## src/rtl/erq_pkg.sv

```systemverilog
// ----------------------------------------------------------------------------
// erq_pkg
// Shared widths, register indexes and item types for the eps region query.
// ----------------------------------------------------------------------------
package erq_pkg;

    localparam int ID_W           = 32;
    localparam int EPS_W          = 52;
    localparam int CFG_DATA_W     = 52;
    localparam int CFG_IDX_W      = 3;
    localparam int DEF_DIMENSIONS = 3;
    localparam int DEF_COORD_BITS = 24;

    typedef enum logic [CFG_IDX_W-1:0] {
        REG_QUERY_X     = 3'd0,
        REG_QUERY_Y     = 3'd1,
        REG_QUERY_Z     = 3'd2,
        REG_EPS_SQUARED = 3'd3,
        REG_QUERY_INDEX = 3'd4
    } cfg_reg_t;

    // per-candidate fields that ride along the pipeline
    typedef struct packed {
        logic [ID_W-1:0] index;
        logic [ID_W-1:0] cluster;
        logic            assigned;
        logic            core;
        logic            last;
    } item_meta_t;

    typedef struct packed {
        logic            in_range;
        logic [ID_W-1:0] hit_index;
        logic [ID_W-1:0] cluster_id;
        logic            last;
    } result_t;

endpackage

```

## src/rtl/erq_dist.sv

```systemverilog
// ----------------------------------------------------------------------------
// erq_dist
// Squared coordinate difference per dimension, one registered stage.
// ----------------------------------------------------------------------------
module erq_dist
    import erq_pkg::*;
#(
    parameter int DIMENSIONS = DEF_DIMENSIONS,
    parameter int COORD_BITS = DEF_COORD_BITS
) (
    input  logic                          aclk,
    input  logic                          aresetn,
    input  logic                          in_valid,
    output logic                          in_ready,
    input  logic signed [COORD_BITS-1:0]  coord [DIMENSIONS],
    input  logic signed [COORD_BITS-1:0]  query [DIMENSIONS],
    input  item_meta_t                    in_meta,
    output logic                          out_valid,
    input  logic                          out_ready,
    output logic [2*(COORD_BITS+1)-1:0]   square [DIMENSIONS],
    output item_meta_t                    out_meta
);

    localparam int DW = COORD_BITS + 1;

    logic                valid_reg;
    logic [2*DW-1:0]     sq_reg [DIMENSIONS];
    logic [2*DW-1:0]     sq_next [DIMENSIONS];
    item_meta_t          meta_reg;
    logic                en;

    assign en       = !valid_reg || out_ready;
    assign in_ready = en;

    always_comb begin
        logic signed [DW-1:0] diff;
        logic [DW-1:0]        mag;
        for (int d = 0; d < DIMENSIONS; d++) begin
            diff = DW'(coord[d]) - DW'(query[d]);
            mag  = diff[DW-1] ? DW'(-diff) : DW'(diff);
            sq_next[d] = (2*DW)'(mag) * (2*DW)'(mag);
        end
    end

    always_ff @(posedge aclk) begin
        if (!aresetn) begin
            valid_reg <= 1'b0;
        end else if (en) begin
            valid_reg <= in_valid;
        end
    end

    always_ff @(posedge aclk) begin
        if (en && in_valid) begin
            sq_reg   <= sq_next;
            meta_reg <= in_meta;
        end
    end

    assign out_valid = valid_reg;
    assign square    = sq_reg;
    assign out_meta  = meta_reg;

endmodule

```

## src/rtl/erq_track.sv

```systemverilog
// ----------------------------------------------------------------------------
// erq_track
// Distance sum and radius test, running minimum cluster id, result register.
// ----------------------------------------------------------------------------
module erq_track
    import erq_pkg::*;
#(
    parameter int DIMENSIONS = DEF_DIMENSIONS,
    parameter int COORD_BITS = DEF_COORD_BITS
) (
    input  logic                          aclk,
    input  logic                          aresetn,
    input  logic                          in_valid,
    output logic                          in_ready,
    input  logic [2*(COORD_BITS+1)-1:0]   square [DIMENSIONS],
    input  item_meta_t                    in_meta,
    input  logic [EPS_W-1:0]              eps_squared,
    input  logic [ID_W-1:0]               query_index,
    output logic                          out_valid,
    input  logic                          out_ready,
    output result_t                       result
);

    localparam int SQ_W  = 2 * (COORD_BITS + 1);
    localparam int SUM_W = SQ_W + 2;
    localparam int CMP_W = (SUM_W > EPS_W) ? SUM_W : EPS_W;

    logic             valid_reg;
    logic             start_reg;
    logic [ID_W-1:0]  best_reg;
    logic [ID_W-1:0]  best_next;
    result_t          res_reg;
    result_t          res_next;
    logic [SUM_W-1:0] sq_sum;
    logic             hit;
    logic [ID_W-1:0]  base;
    logic             en;
    logic             take;

    assign en       = !valid_reg || out_ready;
    assign in_ready = en;
    assign take     = en && in_valid;

    always_comb begin
        sq_sum = '0;
        for (int d = 0; d < DIMENSIONS; d++) begin
            sq_sum = sq_sum + SUM_W'(square[d]);
        end
    end

    assign hit  = CMP_W'(sq_sum) <= CMP_W'(eps_squared);
    assign base = start_reg ? query_index + ID_W'(1) : best_reg;

    always_comb begin
        best_next = base;
        if (hit && in_meta.assigned && in_meta.core && (in_meta.cluster < base)) begin
            best_next = in_meta.cluster;
        end
        res_next.in_range   = hit;
        res_next.hit_index  = in_meta.index;
        res_next.cluster_id = best_next;
        res_next.last       = in_meta.last;
    end

    always_ff @(posedge aclk) begin
        if (!aresetn) begin
            valid_reg <= 1'b0;
            start_reg <= 1'b1;
        end else begin
            if (en) begin
                valid_reg <= in_valid;
            end
            if (take) begin
                start_reg <= in_meta.last;
            end
        end
    end

    always_ff @(posedge aclk) begin
        if (take) begin
            best_reg <= best_next;
            res_reg  <= res_next;
        end
    end

    assign out_valid = valid_reg;
    assign result    = res_reg;

endmodule

```

## src/rtl/eps_region_query.sv

```systemverilog
// ----------------------------------------------------------------------------
// eps_region_query
// Epsilon-neighborhood test of streamed candidates against a query point,
// with a running minimum cluster id over in-range assigned core neighbors.
//
//   channel  dir  handshake            payload
//   s_       in   s_tvalid/s_tready    tdata, tuser, tlast (candidate)
//   m_       out  m_tvalid/m_tready    tdata, tuser, tlast (result)
//   cfg_     in   cfg_valid/cfg_ready  cfg_index, cfg_data (register write)
//
// One word per cycle sustained while m_tready is high; the result word passes
// through the input register, square register and result register in turn.
// Reset (synchronous, aresetn low) empties the pipeline, clears the configuration
// registers and starts a fresh query. Each stage holds while the next is full and
// stalled, so a bubble is filled while m_tready is low.
// ----------------------------------------------------------------------------
module eps_region_query
    import erq_pkg::*;
#(
    parameter int DIMENSIONS = DEF_DIMENSIONS,
    parameter int COORD_BITS = DEF_COORD_BITS
) (
    input  logic                  aclk,
    input  logic                  aresetn,
    // coord_x, coord_y, coord_z, neighbor_index, neighbor_cluster, zero pad
    input  logic [((3*COORD_BITS+2*ID_W+7)/8)*8-1:0] s_tdata,
    // neighbor_assigned, neighbor_core
    input  logic [1:0]            s_tuser,
    input  logic                  s_tlast,
    input  logic                  s_tvalid,
    output logic                  s_tready,
    // hit_index, cluster_id
    output logic [2*ID_W-1:0]     m_tdata,
    // in_range
    output logic [0:0]            m_tuser,
    output logic                  m_tlast,
    output logic                  m_tvalid,
    input  logic                  m_tready,
    input  logic                  cfg_valid,
    output logic                  cfg_ready,
    input  logic [CFG_IDX_W-1:0]  cfg_index,
    input  logic [CFG_DATA_W-1:0] cfg_data
);

    localparam int META_LSB = 3 * COORD_BITS;

    logic signed [COORD_BITS-1:0] qc_reg [DIMENSIONS];
    logic [EPS_W-1:0]             eps_reg;
    logic [ID_W-1:0]              qidx_reg;

    logic                         v1_reg;
    logic signed [COORD_BITS-1:0] coord_reg [DIMENSIONS];
    item_meta_t                   meta1_reg;
    item_meta_t                   meta1_next;
    logic                         en1;

    logic                         dist_ready;
    logic                         v2;
    logic [2*(COORD_BITS+1)-1:0]  square [DIMENSIONS];
    item_meta_t                   meta2;
    logic                         track_ready;
    result_t                      result;

    // configuration
    assign cfg_ready = 1'b1;

    always_ff @(posedge aclk) begin
        if (!aresetn) begin
            for (int d = 0; d < DIMENSIONS; d++) begin
                qc_reg[d] <= '0;
            end
            eps_reg  <= '0;
            qidx_reg <= '0;
        end else if (cfg_valid) begin
            case (cfg_reg_t'(cfg_index))
                REG_EPS_SQUARED: eps_reg  <= cfg_data[EPS_W-1:0];
                REG_QUERY_INDEX: qidx_reg <= cfg_data[ID_W-1:0];
                default: begin
                    for (int d = 0; d < DIMENSIONS; d++) begin
                        if (cfg_index == CFG_IDX_W'(REG_QUERY_X) + CFG_IDX_W'(d)) begin
                            qc_reg[d] <= cfg_data[COORD_BITS-1:0];
                        end
                    end
                end
            endcase
        end
    end

    // input register
    assign en1      = !v1_reg || dist_ready;
    assign s_tready = en1;

    always_comb begin
        meta1_next.index    = s_tdata[META_LSB +: ID_W];
        meta1_next.cluster  = s_tdata[META_LSB+ID_W +: ID_W];
        meta1_next.assigned = s_tuser[0];
        meta1_next.core     = s_tuser[1];
        meta1_next.last     = s_tlast;
    end

    always_ff @(posedge aclk) begin
        if (!aresetn) begin
            v1_reg <= 1'b0;
        end else if (en1) begin
            v1_reg <= s_tvalid;
        end
    end

    always_ff @(posedge aclk) begin
        if (en1 && s_tvalid) begin
            for (int d = 0; d < DIMENSIONS; d++) begin
                coord_reg[d] <= s_tdata[d*COORD_BITS +: COORD_BITS];
            end
            meta1_reg <= meta1_next;
        end
    end

    erq_dist #(
        .DIMENSIONS (DIMENSIONS),
        .COORD_BITS (COORD_BITS)
    ) u_dist (
        .aclk      (aclk),
        .aresetn   (aresetn),
        .in_valid  (v1_reg),
        .in_ready  (dist_ready),
        .coord     (coord_reg),
        .query     (qc_reg),
        .in_meta   (meta1_reg),
        .out_valid (v2),
        .out_ready (track_ready),
        .square    (square),
        .out_meta  (meta2)
    );

    erq_track #(
        .DIMENSIONS (DIMENSIONS),
        .COORD_BITS (COORD_BITS)
    ) u_track (
        .aclk        (aclk),
        .aresetn     (aresetn),
        .in_valid    (v2),
        .in_ready    (track_ready),
        .square      (square),
        .in_meta     (meta2),
        .eps_squared (eps_reg),
        .query_index (qidx_reg),
        .out_valid   (m_tvalid),
        .out_ready   (m_tready),
        .result      (result)
    );

    assign m_tdata = {result.cluster_id, result.hit_index};
    assign m_tuser = result.in_range;
    assign m_tlast = result.last;

endmodule

```

## config.mk

```make
export PLATFORM = sky130hd
export DESIGN_NAME = eps_region_query
export DESIGN_NICKNAME = d
export VERILOG_FILES = /design/src/rtl/erq_pkg.sv /design/src/rtl/erq_dist.sv /design/src/rtl/erq_track.sv /design/src/rtl/eps_region_query.sv
export SDC_FILE = /design/constraint.sdc
export NUM_CORES = 2
export LEC_CHECK = 0
export ABC_CLOCK_PERIOD_IN_PS = 22700
export BUFFER_PORTS_ARGS = -buffer_cell sky130_fd_sc_hd__buf_2
export CAP_MARGIN = 20
export CORE_MARGIN = 10
export CORE_UTILIZATION = 60
export CTS_CLUSTER_DIAMETER = 30
export DETAILED_ROUTE_END_ITERATION = 10
export GPL_TIMING_DRIVEN = 0
export PLACE_DENSITY = 0.84
export SYNTH_ARGS = -nofsm -noshare
export SYNTH_HDL_FRONTEND = slang
export SYNTH_HIERARCHICAL = 1
export SYNTH_SLANG_ARGS = --single-unit
```

## constraint.sdc

```tcl
create_clock -name aclk -period 22.7 [get_ports aclk]
set_input_delay 2.27 -clock aclk [delete_from_list [all_inputs] [get_ports aclk]]
set_output_delay 2.27 -clock aclk [all_outputs]
set_load 0.1 [all_outputs]
```

==> flow_metrics.py <==
metrics = {
    "floorplan": {
        "core_area_um2": 140000,
        "io_pins": 268,
        "die-area_um2": 157000,
        "initial_core_util_pct": 60.6,
        "die_h_um": 396,
        "row_count": 137,
        "chipWidth_um": 396,
    },
    "critical_path": {
        "required_ns": 23.09,
        "cp.arrival_ns": 13.47,
        "worstSetupEndpointType": "register",
        "start_kind": "register",
        "slowest_stage": "xnor2_1",
        "critical-path-top-delay-family": "adder cells",
        "setup.worst_path.class": "reg -> reg",
        "cpMostUsedCell": "fa_1",
        "critPathMaxStageDelay_ns": 0.90,
        "path_buf_inv": 10,
        "critPathMaxFanout": 10,
    },
    "final_layout": {
        "area_growth_pct": 8.58,
        "nets": 11674,
        "largest_reg_flops": 147,
        "fill_cells": 10947,
        "drive_above_1_share_pct": 6.41,
    },
    "clocking": {
        "cts_tree": "built",
        "hold_buffers": 0,
        "clock_path_buffers": 3,
        "htreeDepth": 3,
        "postCtsSetupBuffers": 0,
        "cts_root_buffer": "clkbuf_16",
        "clk_latency_ns": 0.71,
        "cts-resized-gates": 0,
        "numClockSinks": 579,
        "clk_pin_slew_worst_paths_ns": 0.06,
        "cts_buffers": 85,
    },
    "synthesis": {
        "synth_top_area_share_pct": 33.2,
        "ys_seq_area_share_pct": 18.6,
        "synth-seq-cells": 579,
        "synth_top_flop_cell": "edfxtp_1",
        "syn_inst": 8836,
        "ys_types": 120,
        "synth.most_common_cell": "inv_1",
        "synth_edf_count": 419,
        "yosysTopAreaCell": "fa_1",
        "ys.warnings.count": 6,
        "synthTopCellsByCount": "inv_1 (1957), fa_1 (1409), ha_1 (799)",
        "syn_area_um2": 84900,
        "avgSynthCellArea_um2": 9.61,
        "async_reset_ff_share_pct": 0,
        "netlist_top_cells_area": "fa_1 (33%), edfxtp_1 (15%), ha_1 (12%)",
    },
    "placement": {
        "place_congestion": 1.05,
        "hpwl_um": 213000,
        "io_buffer_count": 266,
    },
    "global_route": {
        "grt_pass1_vias": 70212,
        "antenna_found_initial": 20,
        "grt_pass1_wl_um": 398000,
        "grt_max_degree": 67,
        "grt_usage_pct": 32.9,
        "overflow": 0,
    },
    "routing": {
        "wl_per_cell_um": 23.1,
        "drt-total-wl_um": 259000,
        "first_iter_violations": 6784,
        "drtAntennaViolNets": 0,
        "vias": 66486,
        "via_per_inst": 5.92,
        "drc": 0,
        "dr.pass1.iters": 7,
    },
    "timing": {
        "drv_slew": 0,
        "whs_ns": 0.387,
        "max_freq_mhz": 76.5,
        "max_slew_margin_pct": 21.4,
        "tns_ns": 0,
        "tightest_slew_ns": 1.17,
        "hold_viol_final": 0,
        "min_period_ns": 13.08,
        "setup_violations": 0,
        "fin_worst_skew_ns": 0.0807,
        "final.period_utilization_pct": 57.6,
        "rsz0062_at_grt": "false",
    },
    "worst_hold_path": {
        "hold_path_class": "reg -> reg",
    },
    "flow_run": {
        "cap_violations": 0,
    },
    "run_status": {
        "status": "complete, no violations",
    },
}
## logic make-up (layout without fill, tap and decap cells)
group / Yosys count / in the layout / share of synthesized area [%]
mux: 201 / 201 / 2.37
other cells: 3 / 74 / 0.0133
buf+inv: 2233 / 2682 / 10.0
xor+xnor: 388 / 388 / 4.06
simple gates: 2062 / 2062 / 10.7
fa+ha+maj: 2208 / 2208 / 45.0
flops: 579 / 579 / 18.6
compound gates: 1162 / 1162 / 9.21
## through the flow
stage | instances | instance area [um^2] | utilization, % | setup WS (ns)
floorplan | 8891 | 85100 | - | 12.41
global placement | 11033 | 88800 | 63.4 | 9.68
detailed placement | 11052 | 89100 | 63.6 | 10.11
CTS | 11212 | 92100 | 65.8 | 9.81
global route | 11227 | 92200 | 65.8 | 9.17
finish | 11232 | 92200 | 65.8 | 9.62
## cell usage in the layout, fill, tap and decap left out, drive strengths merged, types with 58 or more instances in the layout
master | Yosys | routed
xor2 | 135 | 135
o21a | 61 | 61
inv | 1964 | 1986
fa | 1409 | 1409
dfxtp | 160 | 160
a21oi | 340 | 340
xnor2 | 253 | 253
nor3 | 73 | 73
nor2 | 707 | 707
nand2 | 794 | 794
conb | 3 | 58
nor2b | 64 | 64
o21ai | 205 | 205
nand2b | 69 | 69
edfxtp | 419 | 419
a21o | 185 | 185
buf | 65 | 354
nand3 | 97 | 97
clkbuf | 196 | 302
nand4 | 61 | 61
mux2i | 199 | 199
ha | 799 | 799
## layer usage
layer | track usage, % | vias to the layer above | part of all wire (%)
li1 | - | 28854 | -
met1 | 40.6 | 32859 | 37
met2 | 53.0 | 3784 | 46
met3 | 7.55 | 977 | 9.9
met4 | 18.8 | 12 | 6.9
met5 | 0 | - | 0.024
## path summary, 6_finish.rpt
| kind | from | endpoint | slack (ns) | cells past startpoint |
|---|---|---|---|---|
| setup reg to reg | coord_reg[0] | u_dist/square[48] | 9.62 | 40 |
| setup / recovery | coord_reg[0] | u_dist/square[48] | 9.62 | 40 |
| hold / removal | meta1_reg[12] | u_dist/out_meta[12] | 0.39 | 0 |
| hold reg to reg | meta1_reg[12] | u_dist/out_meta[12] | 0.39 | 0 |
## final cells by class
| type | count | area, um^2 | share of cell area [%] |
|---|---|---|---|
| diodes | 16 | 40.0 | 0.0434 |
| multi-input cells | 6079 | 60900 | 66.0 |
| flip-flops and latches | 579 | 15800 | 17.1 |
| inverters | 1972 | 7400 | 8.03 |
| plain buffers | 261 | 1100 | 1.19 |
| well taps | 1876 | 2350 | 2.55 |
| repair buffers | 289 | 1640 | 1.78 |
| clock buffers | 106 | 2320 | 2.52 |
| clock inverters | 54 | 656 | 0.711 |
Power is not shown: default switching activity piles up to over one toggle a cycle in this logic, so the estimate is an artifact.
